File: src/rtl/core/shp_pkg.sv
// Shared constants, codes and types of the 3x3 sharpening stream block.
package shp_pkg;

  localparam int PIX_W       = 8;
  localparam int ROW_W       = 12;
  localparam int OUT_INDEX_W = 13;
  localparam int CFG_W       = 12;
  localparam int CFG_IDX_W   = 2;

  typedef logic [PIX_W-1:0] pix_t;
  typedef logic [ROW_W-1:0] row_t;

  // Configuration register indexes.
  localparam logic [CFG_IDX_W-1:0] CFG_COLUMNS  = 2'd0;
  localparam logic [CFG_IDX_W-1:0] CFG_ROWS     = 2'd1;
  localparam logic [CFG_IDX_W-1:0] CFG_CHANNELS = 2'd2;

  localparam logic [CFG_W-1:0] COLUMNS_RST  = 12'd640;
  localparam logic [CFG_W-1:0] ROWS_RST     = 12'd480;
  localparam logic [2:0]       CHANNELS_RST = 3'd1;

  localparam row_t ROWS_MIN = 12'd3;
  localparam row_t COLS_MIN = 12'd3;

  // What one item produces on the output side.
  typedef enum logic [1:0] {
    RES_ZERO_ROW,  // first row: a single zero result
    RES_NONE,      // second row: stored only
    RES_BODY,      // one sharpened result for the row above
    RES_LAST_ROW   // sharpened result for the row above, then a zero result
  } shp_res_e;

  // Control and position of the item in the kernel stage.
  typedef struct packed {
    logic step;       // item leaves the kernel stage this cycle
    logic [15:0] idx; // component index within the row, zero extended
  } shp_kctl_t;

endpackage

File: src/rtl/core/shp_kernel.sv
// Cross kernel arithmetic with the per-channel left neighbour store.
module shp_kernel #(
  parameter int MAX_CHANNELS = 4,
  parameter int AW           = 13,
  parameter int LW           = 14,
  parameter int HW           = 3
) (
  input  logic               clk_i,
  input  logic               rst_ni,
  input  shp_pkg::shp_kctl_t ctl_i,
  input  logic [LW-1:0]      len_i,
  input  logic [HW-1:0]      chans_i,
  input  shp_pkg::pix_t      pixel_i,
  input  shp_pkg::pix_t      centre_i,
  input  shp_pkg::pix_t      right_i,
  input  shp_pkg::pix_t      up_i,
  output shp_pkg::pix_t      value_o
);

  localparam int CHW = (MAX_CHANNELS > 1) ? $clog2(MAX_CHANNELS) : 1;

  shp_pkg::pix_t left_q [MAX_CHANNELS];

  logic [AW-1:0]   idx;
  logic [1:0]      rem;
  logic [CHW-1:0]  chan;
  logic [LW:0]     idx_w;
  logic [LW:0]     chans_w;
  logic            border;
  logic signed [11:0] sum;

  // Remainder by three through a reciprocal multiply, exact below 2^16.
  function automatic logic [1:0] rem3(input logic [15:0] n);
    logic [31:0] p;
    logic [15:0] q;
    logic [17:0] t;
    p = 32'(n) * 32'd43691;
    q = 16'(p >> 17);
    t = 18'(q) * 18'd3;
    return 2'(18'(n) - t);
  endfunction

  assign idx = AW'(ctl_i.idx);

  always_comb begin
    if (32'(chans_i) == 32'd2) begin
      rem = {1'b0, idx[0]};
    end else if (32'(chans_i) == 32'd3) begin
      rem = rem3(ctl_i.idx);
    end else if (32'(chans_i) == 32'd4) begin
      rem = idx[1:0];
    end else begin
      rem = 2'd0;
    end
  end

  assign chan    = CHW'(rem);
  assign idx_w   = (LW+1)'(idx);
  assign chans_w = (LW+1)'(chans_i);
  // First column: index below the channel count; last column: index plus
  // channel count reaches the row length.
  assign border  = (idx_w < chans_w) || ((idx_w + chans_w) >= (LW+1)'(len_i));

  assign sum = 12'sd5 * $signed({4'd0, centre_i})
             - $signed({4'd0, left_q[chan]}) - $signed({4'd0, right_i})
             - $signed({4'd0, up_i}) - $signed({4'd0, pixel_i});

  always_comb begin
    if (border || sum < 12'sd0) begin
      value_o = '0;
    end else if (sum > 12'sd255) begin
      value_o = 8'd255;
    end else begin
      value_o = 8'(sum);
    end
  end

  always_ff @(posedge clk_i or negedge rst_ni) begin
    if (!rst_ni) begin
      for (int i = 0; i < MAX_CHANNELS; i++) begin
        left_q[i] <= '0;
      end
    end else if (ctl_i.step) begin
      left_q[chan] <= centre_i;
    end
  end

endmodule

File: config.mk
export PLATFORM = sky130hd
export DESIGN_NAME = shp_kernel
export DESIGN_NICKNAME = d
export VERILOG_FILES = /design/src/rtl/core/shp_pkg.sv /design/src/rtl/core/shp_kernel.sv
export SDC_FILE = /design/constraint.sdc
export NUM_CORES = 1
export LEC_CHECK = 0
export BUFFER_PORTS_ARGS = -buffer_cell sky130_fd_sc_hd__buf_2
export CORE_UTILIZATION = 25
export DETAILED_ROUTE_END_ITERATION = 7
export PLACE_DENSITY = 0.52
export RECOVER_POWER = 100
export SETUP_SLACK_MARGIN = 0.5
export SYNTH_ARGS = -nofsm -noshare
export SYNTH_HDL_FRONTEND = slang
export SYNTH_SLANG_ARGS = --single-unit
File: constraint.sdc
create_clock -name clk_i -period 18.8 [get_ports clk_i]
set_input_delay 2.82 -clock clk_i [delete_from_list [all_inputs] [get_ports clk_i]]
set_output_delay 2.82 -clock clk_i [all_outputs]
set_load 0.1 [all_outputs]
==> results of run 1 <==
## logic make-up after synthesis
family,after synthesis,synth area share
AOI/OAI and AO/OA,81,0.0821
xor gates and xnor gates,39,0.0550
adders and majority gates,201,0.482
buffers and inverters,205,0.119
DFF,32,0.124
muxes,44,0.0746
and+or+nand+nor,85,0.0626
## synthesized netlist by cell type (all sizes together)
| cell | instances |
|---|---|
| o21ai | 34 |
| mux2i | 11 |
| xnor2 | 28 |
| o211a | 1 |
| nand4 | 4 |
| a2111oi | 1 |
| a311oi | 2 |
| a21oi | 10 |
| and4 | 1 |
| o22a | 1 |
| and3 | 4 |
| buf | 3 |
| dfrtp | 32 |
| xnor3 | 1 |
| a221oi | 1 |
| inv | 198 |
| xor2 | 10 |
| or2 | 1 |
| a31o | 1 |
| or4 | 1 |
| nand3 | 10 |
| o21a | 8 |
| o22ai | 1 |
| nor4 | 4 |
| ha | 121 |
| fa | 80 |
| nand2 | 30 |
| nor3 | 5 |
| and2 | 2 |
| o21bai | 2 |
| a211oi | 2 |
| o41ai | 2 |
| nand2b | 2 |
| clkbuf | 4 |
| o211ai | 4 |
| or3 | 1 |
| nor2 | 19 |
| a41oi | 1 |
| nor2b | 1 |
| a21o | 9 |
| o311ai | 1 |
| mux2 | 33 |
## final timing paths
check                           start    endpoint  slack [ns]
max in group asynchronous      rst_ni   left_q[7]       14.80
min in group asynchronous      rst_ni   left_q[3]        3.00
min reg2reg                left_q[12]  left_q[12]        0.50
min                        left_q[12]  left_q[12]        0.50
max reg2reg                left_q[19]  left_q[19]       18.04
max                          ctl_i[1]  value_o[5]        1.43
## per-layer routing
| layer | vias up | GRT usage | routed length (µm) |
|---|---|---|---|
| met5 | - | 0 | 0 |
| met4 | 0 | 0.0178 | 116 |
| met3 | 11 | 0.0194 | 854 |
| met2 | 115 | 0.212 | 7410 |
| met1 | 2289 | 0.168 | 7250 |
| li1 | 2333 | - | - |
## final cells by class
type,count,area share
clock buffer,7,0.0207
timing repair buffer,76,0.0512
clock inverter,1,0.00407
inverter,198,0.101
sequential,32,0.109
tap,330,0.0560
multi-input combinational,450,0.659
## worst max-delay path, delay by kind of cell
| family | cells | cell delay, ns |
|---|---|---|
| xor gates and xnor gates | 3 | 0.41 |
| and+or+nand+nor | 2 | 0.56 |
| buffers and inverters | 9 | 1.92 |
| adders and majority gates | 15 | 6.24 |
| AOI/OAI and AO/OA | 11 | 2.09 |
| muxes | 1 | 0.44 |
## stage by stage
| stage | hold WS [ns] | cell area [µm²] | util | instances |
|---|---|---|---|---|
| global placement | 0.481 | 7230 | 0.286 | 1086 |
| CTS | 0.504 | 7410 | 0.294 | 1094 |
| finish | 0.500 | 7380 | 0.292 | 1094 |
| floorplan | 0.474 | 6460 | - | 687 |
| global route | 0.509 | 7380 | 0.292 | 1094 |
| detailed placement | 0.489 | 7230 | 0.286 | 1086 |
==> out/results.ini, run 1 <==
[outcome]
status = complete, but fails checks
violations = max-capacitance violations, max-slew violations

[sta]
timing_hold_violations_final = 0
clock-skew-final_ns = 0
totalNegativeSetupSlack_ns = 0
worst_slew_pin_slew_ns = 1.80
slew_viol_final = 42
rsz0062_at_grt = false
final_period_minus_worst_setup_slack_ns = 17.37
worst_slew_margin_rel = -0.215
post-route-period-util = 0.924
finalSetupViolations = 0
fmax_ghz = 0.0576
timing.final.ws_setup_ns = 1.43

[worst_hold_path]
min_path_type = flip-flop to flip-flop
whs_path_depth = 1

[routing]
route.detailed.drc = 0
route.detailed.wl_per_inst_um = 14.3
via_count_normalized_by_instance_count = 4.34
drt-pass1-iter-count = 4
route.final.wire_length_mm = 15.6
antenna_violating_nets_post_route = 0
routed-via-count = 4748
drtIter0Drc = 172

[grt]
globalRouteTotalUtil = 0.124
grt_first_pass_wirelength_mm = 25.5
vias_in_the_first_global_route = 4978
grt_antenna_before_repair = 1
grt_start_max_net_pins = 33
grt_remaining_overflow = 0

[clock_network]
cts_setup_buffers = 0
holdBufCountCts = 0
cts_tree = done
cts_inserted_buffers = 5
clk_pin_slew_worst_paths_ns = 0.05
cts_buffer_depth = 2
htreeDepth = 2
clock_sinks = 32
cts.repair.resized = 0
cts-root-buf = sky130_fd_sc_hd__clkbuf_16
clock_latency_ns = 0.28

[setup_path]
cell_count_of_the_worst_reg_to_reg_path = 1
timing.critical_path.from_type = input pin
critical-path-max-stage-delay_ns = 0.91
crit_slowest_cell = sky130_fd_sc_hd__clkbuf_1
critical_path.most_common_cell = sky130_fd_sc_hd__fa_1
worst-setup-path-type = input pin to output port
worst-endpoint-arrival_ns = 14.55
worstPathMaxFanout = 21
crit_path_required_time_ns = 15.98
setup.worst_path.end_class = output port

[synthesis]
synth_warnings = 0
synth.net_count = 956
yosys-top-cells-area = sky130_fd_sc_hd__fa_1, sky130_fd_sc_hd__ha_1, sky130_fd_sc_hd__dfrtp_1
post_synth_instance_area_um2 = 6460
synth_sequential_area_ratio = 0.124
synthDistinctLibCells = 46
synth_top_area_cell = sky130_fd_sc_hd__fa_1
post-synth-top-area-fraction = 0.248
synth_cells = 687
ys_ff_latch = 32
synthesis.area_per_instance_um2 = 9.40

[final_layout]
number_of_flip_flops_in_the_largest_register = 32
mostFrequentLayoutCells = sky130_fd_sc_hd__inv_1, sky130_fd_sc_hd__ha_1, sky130_fd_sc_hd__fa_1, sky130_fd_sc_hd__buf_2, sky130_fd_sc_hd__o21ai_0
layout-drive-gt1-share = 0.153
num_antenna_cells = 0
final.fill_count = 2727
register_cell_area_after_layout_um2 = 801
syn2layout_area_growth_pct = 14.3
multi_input_area_um2 = 4860
final_net_count = 1032
regMostFlops = left_q
layout.cells.most_common = sky130_fd_sc_hd__inv_1
reg_top3 = left_q: 32 flops

[placed_design]
dp_hpwl_mm = 13.5
dpl_worst_slack_ns = 1.83
gpl.final_weighted_congestion = 0.835
count_of_buffers_from_port_buffering = 75

[floorplanning]
placementRows = 58
core-area_um2 = 25300
fp.dieArea_um2 = 26500
die-height_um = 163
initial_core_util = 0.256
io_pins = 76
die-width_um = 163

[flow_run]
timing.max_cap.violations = 2

Power of run 1 is left out: the tool's default activity adds up to more than one toggle a clock period on the data nets, which glitch-free logic cannot reach.
==> run 2: changes to the inputs <==
--- a/config.mk
+++ b/config.mk
@@ -8,6 +8,7 @@
 export BUFFER_PORTS_ARGS = -buffer_cell sky130_fd_sc_hd__buf_2
 export CORE_UTILIZATION = 25
 export DETAILED_ROUTE_END_ITERATION = 7
+export GPL_TIMING_DRIVEN = 0
 export PLACE_DENSITY = 0.52
 export RECOVER_POWER = 100
 export SETUP_SLACK_MARGIN = 0.5
==> out/results.ini, run 2 (same netlist as run 1, synthesis figures left out) <==
[routing]
route.final.wire_length_mm = 15.1  ; -3.5%
via_count_normalized_by_instance_count = 4.29  ; -1.1%
drt-pass1-iter-count = 4  ; unchanged
route.detailed.drc = 0  ; unchanged
route.detailed.wl_per_inst_um = 13.7  ; -4.1%
routed-via-count = 4728  ; -0.42%
antenna_violating_nets_post_route = 0  ; unchanged
drtIter0Drc = 147  ; -15%

[outcome]
status = complete, but fails checks
violations = max-capacitance violations, max-slew violations

[final_layout]
final.fill_count = 2710  ; -0.62%
number_of_flip_flops_in_the_largest_register = 32  ; unchanged
regMostFlops = left_q
reg_top3 = left_q: 32 flops
register_cell_area_after_layout_um2 = 801  ; unchanged
multi_input_area_um2 = 4860  ; about the same
layout.cells.most_common = sky130_fd_sc_hd__inv_1
syn2layout_area_growth_pct = 14.3  ; about the same
final_util = 0.292  ; about the same
final_net_count = 1038  ; +0.58%
mostFrequentLayoutCells = sky130_fd_sc_hd__inv_1, sky130_fd_sc_hd__ha_1, sky130_fd_sc_hd__fa_1, sky130_fd_sc_hd__buf_2, sky130_fd_sc_hd__o21ai_0
layout-drive-gt1-share = 0.149  ; -0.00379

[clock_network]
clock_sinks = 32  ; unchanged
cts_tree = done
cts-root-buf = sky130_fd_sc_hd__clkbuf_16
clk_pin_slew_worst_paths_ns = 0.05  ; about the same
clock_latency_ns = 0.27  ; about the same
cts_buffer_depth = 2  ; unchanged
cts_inserted_buffers = 5  ; unchanged
htreeDepth = 2  ; unchanged

[setup_path]
regToRegSetupSlack_ns = 18.03  ; about the same
crit_slowest_cell = sky130_fd_sc_hd__clkbuf_1
r2r_end = left_q[4]
worst-endpoint-arrival_ns = 14.84  ; +0.29 ns
setup.worst_path.end_class = output port
timing.critical_path.from_type = input pin
crit_path_required_time_ns = 15.98  ; about the same
worst_setup_path_endpoint = value_o[0]
worstPathMaxFanout = 14  ; -33%
critical_path.startpoint = ctl_i[1]
crit-reg2reg-launch = left_q[4]
critical-path-max-stage-delay_ns = 0.91  ; about the same
cell_count_of_the_worst_reg_to_reg_path = 1  ; unchanged
worst-setup-path-type = input pin to output port

[grt]
globalRouteTotalUtil = 0.122  ; -0.00249
grt_antenna_before_repair = 3  ; +2
grt_remaining_overflow = 0  ; unchanged
grt_first_pass_wirelength_mm = 25.2  ; -1.1%
grt_start_max_net_pins = 33  ; unchanged
vias_in_the_first_global_route = 4991  ; +0.26%

[sta]
finalSetupViolations = 0  ; unchanged
hold-worst-slack_ns = 0.500  ; +0.000442 ns
worst_slew_pin_slew_ns = 2.01  ; +0.209 ns
fmax_ghz = 0.0566  ; -1.7%
clock-skew-final_ns = 0  ; unchanged
worst_slew_margin_rel = -0.356  ; -0.141
rsz0062_at_grt = false
slew_viol_final = 42  ; unchanged
timing.final.ws_setup_ns = 1.14  ; -0.292 ns
post-route-period-util = 0.939  ; +0.0155
totalNegativeSetupSlack_ns = 0  ; unchanged
timing_hold_violations_final = 0  ; unchanged
final_period_minus_worst_setup_slack_ns = 17.66  ; +0.292 ns

[floorplanning]
die-width_um = 163  ; unchanged
core-area_um2 = 25300  ; unchanged
io_pins = 76  ; unchanged
initial_core_util = 0.256  ; unchanged
die-height_um = 163  ; unchanged
fp.dieArea_um2 = 26500  ; unchanged
placementRows = 58  ; unchanged

[placed_design]
dp_hpwl_mm = 13.2  ; -2.6%
dpl_worst_slack_ns = 1.00  ; -0.825 ns
count_of_buffers_from_port_buffering = 75  ; unchanged
gpl.final_weighted_congestion = 0.810  ; -3.0%

[worst_hold_path]
min_path_type = flip-flop to flip-flop
whs_path_depth = 1  ; unchanged

[flow_run]
timing.max_cap.violations = 2  ; unchanged

## run 2: worst min-delay path by stage
stage,startpoint,endpoint,slack [ns]
3_5_place_dp,left_q[14],left_q[14],0.49
5_1_grt,left_q[9],left_q[9],0.51
6_report,left_q[14],left_q[14],0.50
4_1_cts,left_q[14],left_q[14],0.50
2_1_floorplan,left_q[10],left_q[10],0.47
3_3_place_gp,left_q[8],left_q[8],0.48
## run 2: cell type report
cell class                 instances  area share
inverter                         198       0.101
timing repair buffer              75      0.0505
antenna                            1    0.000339
sequential                        32       0.108
clock inverter                     2     0.00475
multi-input combinational        450       0.658
buffer                             7     0.00373
clock buffer                       6      0.0175
tap                              330      0.0559
## run 2: timing repair
action	in CTS	in global routing
hold buffers	0	0
resized for setup	0	2
setup buffers	0	0
setup endpoints to repair	0	8
## run 2: critical path, delay by kind of cell
kind                       cells  cell delay [ns]
adders and majority gates     14             5.75
AOI/OAI and AO/OA             10             2.59
buffers and inverters          9             1.82
and+or+nand+nor                4             0.99
xor gates and xnor gates       4             0.63
muxes                          1             0.24
## run 2: per-layer routing
| metal | share of wire | track usage |
|---|---|---|
| met5 | 0.0011 | 0 |
| met4 | 0.0046 | 0.0110 |
| met3 | 0.035 | 0.0135 |
| met2 | 0.47 | 0.209 |
| met1 | 0.49 | 0.169 |
## run 2: metrics by stage
| stage | std cells | instance area, µm² |
|---|---|---|
| after floorplan | 687 | 6460 |
| after global placement | 1092 | 7250 |
| after detailed placement | 1092 | 7250 |
| after CTS | 1100 | 7410 |
| after global routing | 1100 | 7380 |
| final | 1101 | 7380 |
Power of run 2 is left out for the same reason.
